--- config.mk ---
export PLATFORM = sky130hd
export DESIGN_NAME = llhb_ctrl
export DESIGN_NICKNAME = d
export VERILOG_FILES = /design/src/rtl/assert_macros.svh /design/src/rtl/llhb_pkg.sv /design/src/rtl/llhb_ctrl.sv
export SDC_FILE = /design/constraint.sdc
export NUM_CORES = 1
export LEC_CHECK = 0
export BUFFER_PORTS_ARGS = -buffer_cell sky130_fd_sc_hd__clkbuf_2
export CAP_MARGIN = 10
export CORE_AREA = 2 2 39 41
export DETAILED_ROUTE_END_ITERATION = 6
export DIE_AREA = 0 0 41 43
export SLEW_MARGIN = 20
export SYNTH_ARGS = -nofsm -noshare
export SYNTH_HDL_FRONTEND = slang
export SYNTH_SLANG_ARGS = --single-unit
--- constraint.sdc ---
create_clock -name clk -period 1.75 [get_ports clk]
set_input_delay 0.2625 -clock clk [delete_from_list [all_inputs] [get_ports clk]]
set_output_delay 0.2625 -clock clk [all_outputs]
set_load 0.01 [all_outputs]
--- src/rtl/assert_macros.svh ---
// Assertion helper macros for the histogram binner
`ifndef ASSERT_MACROS_SVH
`define ASSERT_MACROS_SVH
// implication checked on every clock, disabled during reset
`define ASSERT_IMPL(label, clk, rst_n, ante, cons, msg) \
  label: assert property (@(posedge clk) disable iff (!rst_n) (ante) |-> (cons)) \
    else $error(msg);
// next-cycle implication
`define ASSERT_NEXT(label, clk, rst_n, ante, cons, msg) \
  label: assert property (@(posedge clk) disable iff (!rst_n) (ante) |=> (cons)) \
    else $error(msg);
`endif

--- src/rtl/llhb_pkg.sv ---
// ----------------------------------------------------------------------------
// llhb_pkg
// Types and constants shared by the histogram binner modules.
// ----------------------------------------------------------------------------
package llhb_pkg;

  localparam logic [1:0] CFG_LOWER = 2'd0;
  localparam logic [1:0] CFG_UPPER = 2'd1;
  localparam logic [1:0] CFG_LOG   = 2'd2;
  localparam logic [1:0] CFG_BINS  = 2'd3;

  localparam logic REQ_ADD  = 1'b0;
  localparam logic REQ_READ = 1'b1;

  localparam logic [29:0] LOG10_2_Q30 = 30'd323228497;
  localparam int FRAC_BITS = 20;

  typedef enum logic [3:0] {
    ST_CLEAR,  // clearing sweep after reset
    ST_IDLE,
    ST_BOUNDS, // floor/ceil log10 of bounds
    ST_NORM,   // msb search
    ST_SQR,    // repeated squaring, one per cycle
    ST_MUL,    // log10 scaling multiply
    ST_SCALE,  // (v - min) * n product
    ST_DIV,    // restoring division, one bit a cycle
    ST_FIX,    // sign and clamp
    ST_RD,     // memory read
    ST_WR,     // write back incremented count
    ST_OUT     // result waits
  } state_t;

  typedef struct packed {
    logic clr_step;
    logic load;
    logic bounds;
    logic norm;
    logic sqr;
    logic mul;
    logic scale;
    logic div_step;
    logic fix;
    logic mem_rd;
    logic mem_wr;
  } cmd_t;

  typedef struct packed {
    logic clr_done;
    logic sqr_done;
    logic div_done;
    logic is_read;
    logic is_log;
    logic skip_log; // zero sample or equal exponents
  } sts_t;

  // floor(log10(r/65536)) for r in 1..2^33
  function automatic logic signed [3:0] floor_log10(input logic [33:0] r);
    logic signed [3:0] k;
    k = -4'sd5;
    if (r >= 34'd7)          k = -4'sd4;
    if (r >= 34'd66)         k = -4'sd3;
    if (r >= 34'd656)        k = -4'sd2;
    if (r >= 34'd6554)       k = -4'sd1;
    if (r >= 34'd65536)      k = 4'sd0;
    if (r >= 34'd655360)     k = 4'sd1;
    if (r >= 34'd6553600)    k = 4'sd2;
    if (r >= 34'd65536000)   k = 4'sd3;
    if (r >= 34'd655360000)  k = 4'sd4;
    if (r >= 34'd6553600000) k = 4'sd5;
    return k;
  endfunction

  // ceil(log10(r/65536)) for r in 1..6553600000
  function automatic logic signed [3:0] ceil_log10(input logic [33:0] r);
    logic signed [3:0] k;
    k = 4'sd5;
    if (r <= 34'd655360000) k = 4'sd4;
    if (r <= 34'd65536000)  k = 4'sd3;
    if (r <= 34'd6553600)   k = 4'sd2;
    if (r <= 34'd655360)    k = 4'sd1;
    if (r <= 34'd65536)     k = 4'sd0;
    if (r <= 34'd6553)      k = -4'sd1;
    if (r <= 34'd655)       k = -4'sd2;
    if (r <= 34'd65)        k = -4'sd3;
    if (r <= 34'd6)         k = -4'sd4;
    return k;
  endfunction

endpackage

--- src/rtl/llhb_ctrl.sv ---
// ----------------------------------------------------------------------------
// llhb_ctrl
// Sequencer for the histogram binner: clear sweep, mapping steps, update.
// ----------------------------------------------------------------------------
module llhb_ctrl (
  input  logic           clk,
  input  logic           rst_n,
  input  logic           in_valid,
  output logic           in_stall,
  output logic           out_valid,
  input  logic           out_stall,
  input  llhb_pkg::sts_t sts,
  output llhb_pkg::cmd_t cmd
);

  llhb_pkg::state_t state_r, state_nxt;

  always_ff @(posedge clk) begin
    if (!rst_n) state_r <= llhb_pkg::ST_CLEAR;
    else        state_r <= state_nxt;
  end

  always_comb begin
    state_nxt = state_r;
    case (state_r)
      llhb_pkg::ST_CLEAR:  if (sts.clr_done) state_nxt = llhb_pkg::ST_IDLE;
      llhb_pkg::ST_IDLE:   if (in_valid) state_nxt = llhb_pkg::ST_BOUNDS;
      llhb_pkg::ST_BOUNDS: begin
        if (sts.is_read) state_nxt = llhb_pkg::ST_RD;
        else if (sts.is_log) state_nxt = llhb_pkg::ST_NORM;
        else state_nxt = llhb_pkg::ST_SCALE;
      end
      llhb_pkg::ST_NORM:   state_nxt = sts.skip_log ? llhb_pkg::ST_SCALE : llhb_pkg::ST_SQR;
      llhb_pkg::ST_SQR:    if (sts.sqr_done) state_nxt = llhb_pkg::ST_MUL;
      llhb_pkg::ST_MUL:    state_nxt = llhb_pkg::ST_SCALE;
      llhb_pkg::ST_SCALE:  state_nxt = llhb_pkg::ST_DIV;
      llhb_pkg::ST_DIV:    if (sts.div_done) state_nxt = llhb_pkg::ST_FIX;
      llhb_pkg::ST_FIX:    state_nxt = llhb_pkg::ST_RD;
      llhb_pkg::ST_RD:     state_nxt = sts.is_read ? llhb_pkg::ST_OUT : llhb_pkg::ST_WR;
      llhb_pkg::ST_WR:     state_nxt = llhb_pkg::ST_OUT;
      llhb_pkg::ST_OUT:    if (!out_stall) state_nxt = llhb_pkg::ST_IDLE;
      default:             state_nxt = llhb_pkg::ST_CLEAR;
    endcase
  end

  always_comb begin
    cmd = '0;
    in_stall  = (state_r != llhb_pkg::ST_IDLE);
    out_valid = (state_r == llhb_pkg::ST_OUT);
    case (state_r)
      llhb_pkg::ST_CLEAR:  cmd.clr_step = 1'b1;
      llhb_pkg::ST_IDLE:   cmd.load = in_valid;
      llhb_pkg::ST_BOUNDS: cmd.bounds = 1'b1;
      llhb_pkg::ST_NORM:   cmd.norm = 1'b1;
      llhb_pkg::ST_SQR:    cmd.sqr = 1'b1;
      llhb_pkg::ST_MUL:    cmd.mul = 1'b1;
      llhb_pkg::ST_SCALE:  cmd.scale = 1'b1;
      llhb_pkg::ST_DIV:    cmd.div_step = 1'b1;
      llhb_pkg::ST_FIX:    cmd.fix = 1'b1;
      llhb_pkg::ST_RD:     cmd.mem_rd = 1'b1;
      llhb_pkg::ST_WR:     cmd.mem_wr = 1'b1;
      default:             ;
    endcase
  end

endmodule

==> run_results.csv, run 1 <==
group,metric,value,unit
outcome,outcome,"finished, final reports clean",
sta,post-route-period-util,92.3,%
sta,fmax,0.619,GHz
detailed_routing,drt_iter0_markers,10,
worst_setup_path,crit_arrival,1350,ps
placed_design,place_congestion,0.800,
logic_synthesis,avgSynthCellArea,6.80,um^2
min_path,holdPathStages,2,
floorplan,die_area,1760,um^2
layout,layout-drive-gt1-share,33.3,%
placed_design,place_inst,100,
detailed_routing,num_vias,518,
logic_synthesis,ys_ff_latch,4,
layout,fin_util,42.0,%
logic_synthesis,synth_area_leaders,"dfxtp_1 (18%), nor2_1 (11%), nand2b_1 (8.6%), nand2_1 (5.2%), nor3b_1 (5.2%)",
clocking,htree_levels,1,
floorplan,fp.dieW,41,um
worst_setup_path,r2r-end,"state_r[3]$_SDFFE_PN0P_",
detailed_routing,remaining_drc_errors,0,
placed_design,dpl.hpwl,879,um
global_route,track_usage,13.4,%
power,p_leak,0.257,nW
detailed_routing,routed_wl,1090,um
clocking,cts_hold_buf,0,
floorplan,die_y,43,um
detailed_routing,ant_nets,0,
worst_setup_path,crit_type,"reg2out",
clocking,clk_latency,230,ps
layout,area_delta_synth_final,33.3,%
logic_synthesis,synth_edf_count,0,
layout,reg.largest.list,"state_r: 4 flops",
worst_setup_path,worstRegToRegCells,4,
floorplan,ios,23,
detailed_routing,wl_per_cell,10.6,um
clocking,cts_tree,"done",
clocking,cts_inserted_buffers,3,
worst_setup_path,cp-end-kind,"output port",
logic_synthesis,yosysTopAreaCellShare,18.4,%
global_route,overflow,0,
layout,num-nets-final,99,
power,powerDensity,913,nW/um^2
logic_synthesis,synth_warnings,0,
layout,n_antenna_cell,0,
floorplan,coreArea,1380,um^2
logic_synthesis,synth_nets,74,
min_path,hp-class,"in2reg",
job,max-cap-violations,0,
logic_synthesis,syn_area,435,um^2
logic_synthesis,synth_cells,64,
min_path,holdPathEnd,"state_r[3]$_SDFFE_PN0P_",
detailed_routing,firstDrtPassIters,4,
logic_synthesis,yosysTopAreaCell,"dfxtp_1",
layout,layout_common_cells,"clkbuf_2 (22), nor2_1 (13), nand2b_1 (6), nand2_1 (6)",
global_route,grt_pass1_wl,1690,um
power,peakVddDrop,0.375,mV
logic_synthesis,synthFlopType,"dfxtp_1",
clocking,cts_root_buffer,"clkbuf_4",
sta,fin_worst_skew,0.592,ps
clocking,post_cts_resized,0,
worst_setup_path,cp_num_buf_inv,2,
logic_synthesis,async_reset_ff_share,0,%
worst_setup_path,r2r_setup_slack,210,ps
worst_setup_path,max_stage_delay,480,ps
sta,hold_viol_final,0,
worst_setup_path,worstPathMaxFanout,9,
global_route,grt_pass1_vias,413,
sta,finalCriticalPeriod,1620,ps
layout,regMostFlops,"state_r",
worst_setup_path,critPathTopFamily,"flip-flops",
sta,final.setup.tns,0,ps
sta,drv_slew,0,
min_path,hold_start,"out_stall",
logic_synthesis,synth.distinct_cells,26,
logic_synthesis,yosysSeqAreaShare,18.4,%
clocking,cts_sinks,4,
sta,slew_headroom,75.0,%
worst_setup_path,r2r_start,"state_r[2]$_SDFFE_PN0P_",
clocking,path_clk_slew,40,ps
worst_setup_path,cp_cell_sequence,"buf_4 -> nand2_1 -> nor2_1 -> clkbuf_2",
sta,setup_viol,0,
floorplan,std_cell_rows,14,
global_route,antenna_found_initial,0,
layout,final_common_cell,"clkbuf_2",
sta,worstMarginPinSlew,375,ps
worst_setup_path,slowest_stage,"dfxtp_1",
detailed_routing,via_per_inst,5.03,
layout,largest_reg_flops,4,
layout,final_cells,103,
worst_setup_path,crit_required,1490,ps
floorplan,start_util,31.5,%
worst_setup_path,crit_path_start,"state_r[1]$_SDFFE_PN0P_",
sta,rsz0062_at_grt,"no",
worst_setup_path,cp-start-kind,"flop",
clocking,post_cts_buffers,0,
clocking,clock_path_buffers,2,
global_route,grt_start_max_net_pins,15,
placed_design,port_buffers,22,
-- metal layers --
layer	wire length, um	track usage, %
met1	530	19.2
met2	481	19.1
met3	81	2.09
met4	0	6.00
met5	0	0
-- kinds of logic after synthesis --
kind of cell,Yosys count,synth area share [%]
and+or+nand+nor,39,47.4
AOI/OAI and AO/OA,14,23.6
buffers and inverters,5,6.03
DFF,4,18.4
muxes,2,4.60
-- layout make-up --
| cell class | count | area, um^2 |
|---|---|---|
| Clock buffer | 3 | 22.5 |
| Fill cell | 153 | 803 |
| Sequential cell | 4 | 80.1 |
| Multi-Input combinational cell | 55 | 329 |
| Tap cell | 16 | 20.0 |
| Timing Repair Buffer | 24 | 125 |
| Inverter | 1 | 3.75 |
-- worst reg2reg max path, stage by stage (launching register included) --
cell and delay (ps):
dfxtp_1 540, or3b_1 380, a21oi_1 190, nor2b_1 110
a32o_1 210
-- cells in the mapped netlist (2+ instances only) --
| master | n |
|---|---|
| nor2b_1 | 2 |
| o21ai_0 | 3 |
| dfxtp_1 | 4 |
| o21ai_1 | 2 |
| nand2_1 | 6 |
| a21oi_1 | 4 |
| nor3b_1 | 3 |
| buf_2 | 3 |
| nor2_1 | 13 |
| nand2b_1 | 6 |
| mux2i_1 | 2 |
| a32o_1 | 2 |
-- stage by stage --
step	hold slack, ps	power (W)	area (um^2)	setup WS [ps]
global placement	531	0.000422	558	271
global route	314	0.000581	581	51.9
CTS	302	0.000537	581	154
finish	303	0.000530	581	135
detailed placement	546	0.000422	558	228
floorplan	388	0.000335	435	413
-- worst max-delay path by stage --
stage | endpoint | slack [ps] | cells past startpoint
floorplan | state_r[3]$_SDFFE_PN0P_ | 410 | 4
global placement | state_r[3]$_SDFFE_PN0P_ | 270 | 4
detailed placement | state_r[3]$_SDFFE_PN0P_ | 230 | 4
CTS | out_valid | 150 | 4
global route | out_valid | 50 | 4
finish | out_valid | 130 | 4
-- report_power, final --
part | internal [W] | total (W) | switching, W
clock network | 0.0000765 | 0.000111 | 0.0000345
registers | 0.000109 | 0.000136 | 0.0000276
logic | 0.000135 | 0.000283 | 0.000147
total | 0.000320 | 0.000530 | 0.000209
Note: power is estimated with default switching activity, not from simulation.
==> run 2: changes to the inputs <==
- BUFFER_PORTS_ARGS: -buffer_cell sky130_fd_sc_hd__clkbuf_2 -> default
- CTS_CLUSTER_SIZE: default -> 14
- DONT_BUFFER_PORTS: default -> 1
- HOLD_SLACK_MARGIN: default -> 0.08
==> run_results.csv, run 2 (synthesized netlist as in run 1, its figures left out) <==
group,metric,value,unit
floorplan,std_cell_rows,14,
sta,fin_worst_skew,0.619,ps
clocking,post_cts_resized,0,
layout,regMostFlops,"state_r",
detailed_routing,num_vias,442,
layout,num-nets-final,78,
worst_setup_path,crit_arrival,1290,ps
layout,nFillCells,160,
detailed_routing,via_per_inst,5.39,
global_route,grt_pass1_wl,1530,um
layout,final_common_cell,"nor2_1",
worst_setup_path,crit_path_start,"state_r[2]$_SDFFE_PN0P_",
clocking,cts_inserted_buffers,3,
sta,setup_slack,197,ps
worst_setup_path,crit_type,"reg2out",
global_route,grt_pass1_vias,387,
min_path,holdPathStages,1,
worst_setup_path,crit_required,1490,ps
layout,largest_reg_flops,4,
layout,layout-drive-gt1-share,12.1,%
global_route,track_usage,13.0,%
detailed_routing,wl_per_cell,12.9,um
placed_design,dpl_worst_slack,236,ps
sta,rsz0062_at_grt,"no",
sta,hold_viol_final,0,
layout,layout_common_cells,"nor2_1 (13), nand2b_1 (6), nand2_1 (6), a21oi_1 (4), dfxtp_1 (4)",
placed_design,place_area,455,um^2
job,max-cap-violations,0,
global_route,overflow,0,
worst_setup_path,r2r_start,"state_r[3]$_SDFFE_PN0P_",
clocking,cts_root_buffer,"clkbuf_4",
detailed_routing,routed_wl,1050,um
layout,area_delta_synth_final,9.77,%
power,powerDensity,1020,nW/um^2
sta,fmax,0.644,GHz
layout,n_antenna_cell,0,
global_route,antenna_found_initial,0,
clocking,clk_latency,230,ps
power,power,0.000487,W
placed_design,port_buffers,0,
worst_setup_path,worstRegToRegCells,4,
global_route,grt_start_max_net_pins,14,
detailed_routing,drt_iter0_markers,10,
floorplan,coreArea,1380,um^2
worst_setup_path,cp-end-kind,"output port",
sta,setup_viol,0,
floorplan,start_util,31.5,%
sta,post-route-period-util,88.7,%
worst_setup_path,r2r-end,"state_r[3]$_SDFFE_PN0P_",
layout,reg.largest.list,"state_r: 4 flops",
floorplan,fp.dieW,41,um
sta,slew_headroom,78.5,%
sta,final.setup.tns,0,ps
clocking,post_cts_buffers,0,
worst_setup_path,cp-start-kind,"flop",
power,peakVddDrop,0.305,mV
placed_design,dpl.hpwl,836,um
sta,finalCriticalPeriod,1550,ps
worst_setup_path,worstPathMaxFanout,8,
min_path,hp-class,"in2reg",
detailed_routing,remaining_drc_errors,0,
worst_setup_path,endpoint,"cmd[3]",
clocking,htree_levels,1,
floorplan,die_y,43,um
detailed_routing,ant_nets,0,
clocking,clock_path_buffers,2,
clocking,cts_hold_buf,0,
placed_design,place_congestion,0.745,
clocking,cts_sinks,4,
clocking,cts_tree,"done",
detailed_routing,firstDrtPassIters,4,
floorplan,die_area,1760,um^2
power,p_leak,0.166,nW
layout,stdcell_area,478,um^2
clocking,path_clk_slew,40,ps
floorplan,ios,23,
outcome,outcome,"finished, final reports clean",
worst_setup_path,r2r_setup_slack,240,ps
sta,drv_slew,0,
sta,worstMarginPinSlew,322,ps
run 2: cell types whose count changed in the layout (fill, tap and decap cells not counted):
cell and change:
clkbuf_2 -22, buf_4 +1
run 2: how the worst min path moves through the flow:
stage               start                 endpoint  slack (ps)
floorplan           rst_n  state_r[1]$_SDFFE_PN0P_         390
global placement    rst_n  state_r[1]$_SDFFE_PN0P_         410
detailed placement  rst_n  state_r[1]$_SDFFE_PN0P_         410
CTS                 rst_n  state_r[1]$_SDFFE_PN0P_         160
global route        rst_n  state_r[1]$_SDFFE_PN0P_         180
finish              rst_n  state_r[1]$_SDFFE_PN0P_         170
run 2: final cells by class:
class / count / area, um^2 / share of cell area [%]
Tap cell: 16 / 20.0 / 4.19
Clock buffer: 3 / 22.5 / 4.71
Timing Repair Buffer: 3 / 22.5 / 4.71
Inverter: 1 / 3.75 / 0.785
Multi-Input combinational cell: 55 / 329 / 68.8
Sequential cell: 4 / 80.1 / 16.8
run 2: where the power goes:
group | leakage, nW | switching, W | internal (W)
Sequential | 0.0326 | 0.0000232 | 0.000109
Clock | 0.0138 | 0.0000347 | 0.0000765
Combinational | 0.120 | 0.000135 | 0.000109
Total | 0.166 | 0.000193 | 0.000294
run 2: per-stage QoR:
stage               cells  utilization (%)  hold WS, ps
global route           82             34.5          177
finish                 82             34.5          173
detailed placement     79             32.9          411
floorplan              64                -          388
global placement       79             32.9          413
CTS                    82             34.5          164
run 2: critical path, cell delays in order (launching register included):
cell      delay (ps)
dfxtp_1          450
buf_4            190
nand2b_1         130
nor2_1           290
run 2: routing by layer:
layer	vias to the layer above	global-route usage, %	part of all wire (%)
met5	-	0	0
met4	0	8.00	0
met3	0	4.19	11
met2	17	18.4	44
met1	196	16.3	45
li1	229	-	-
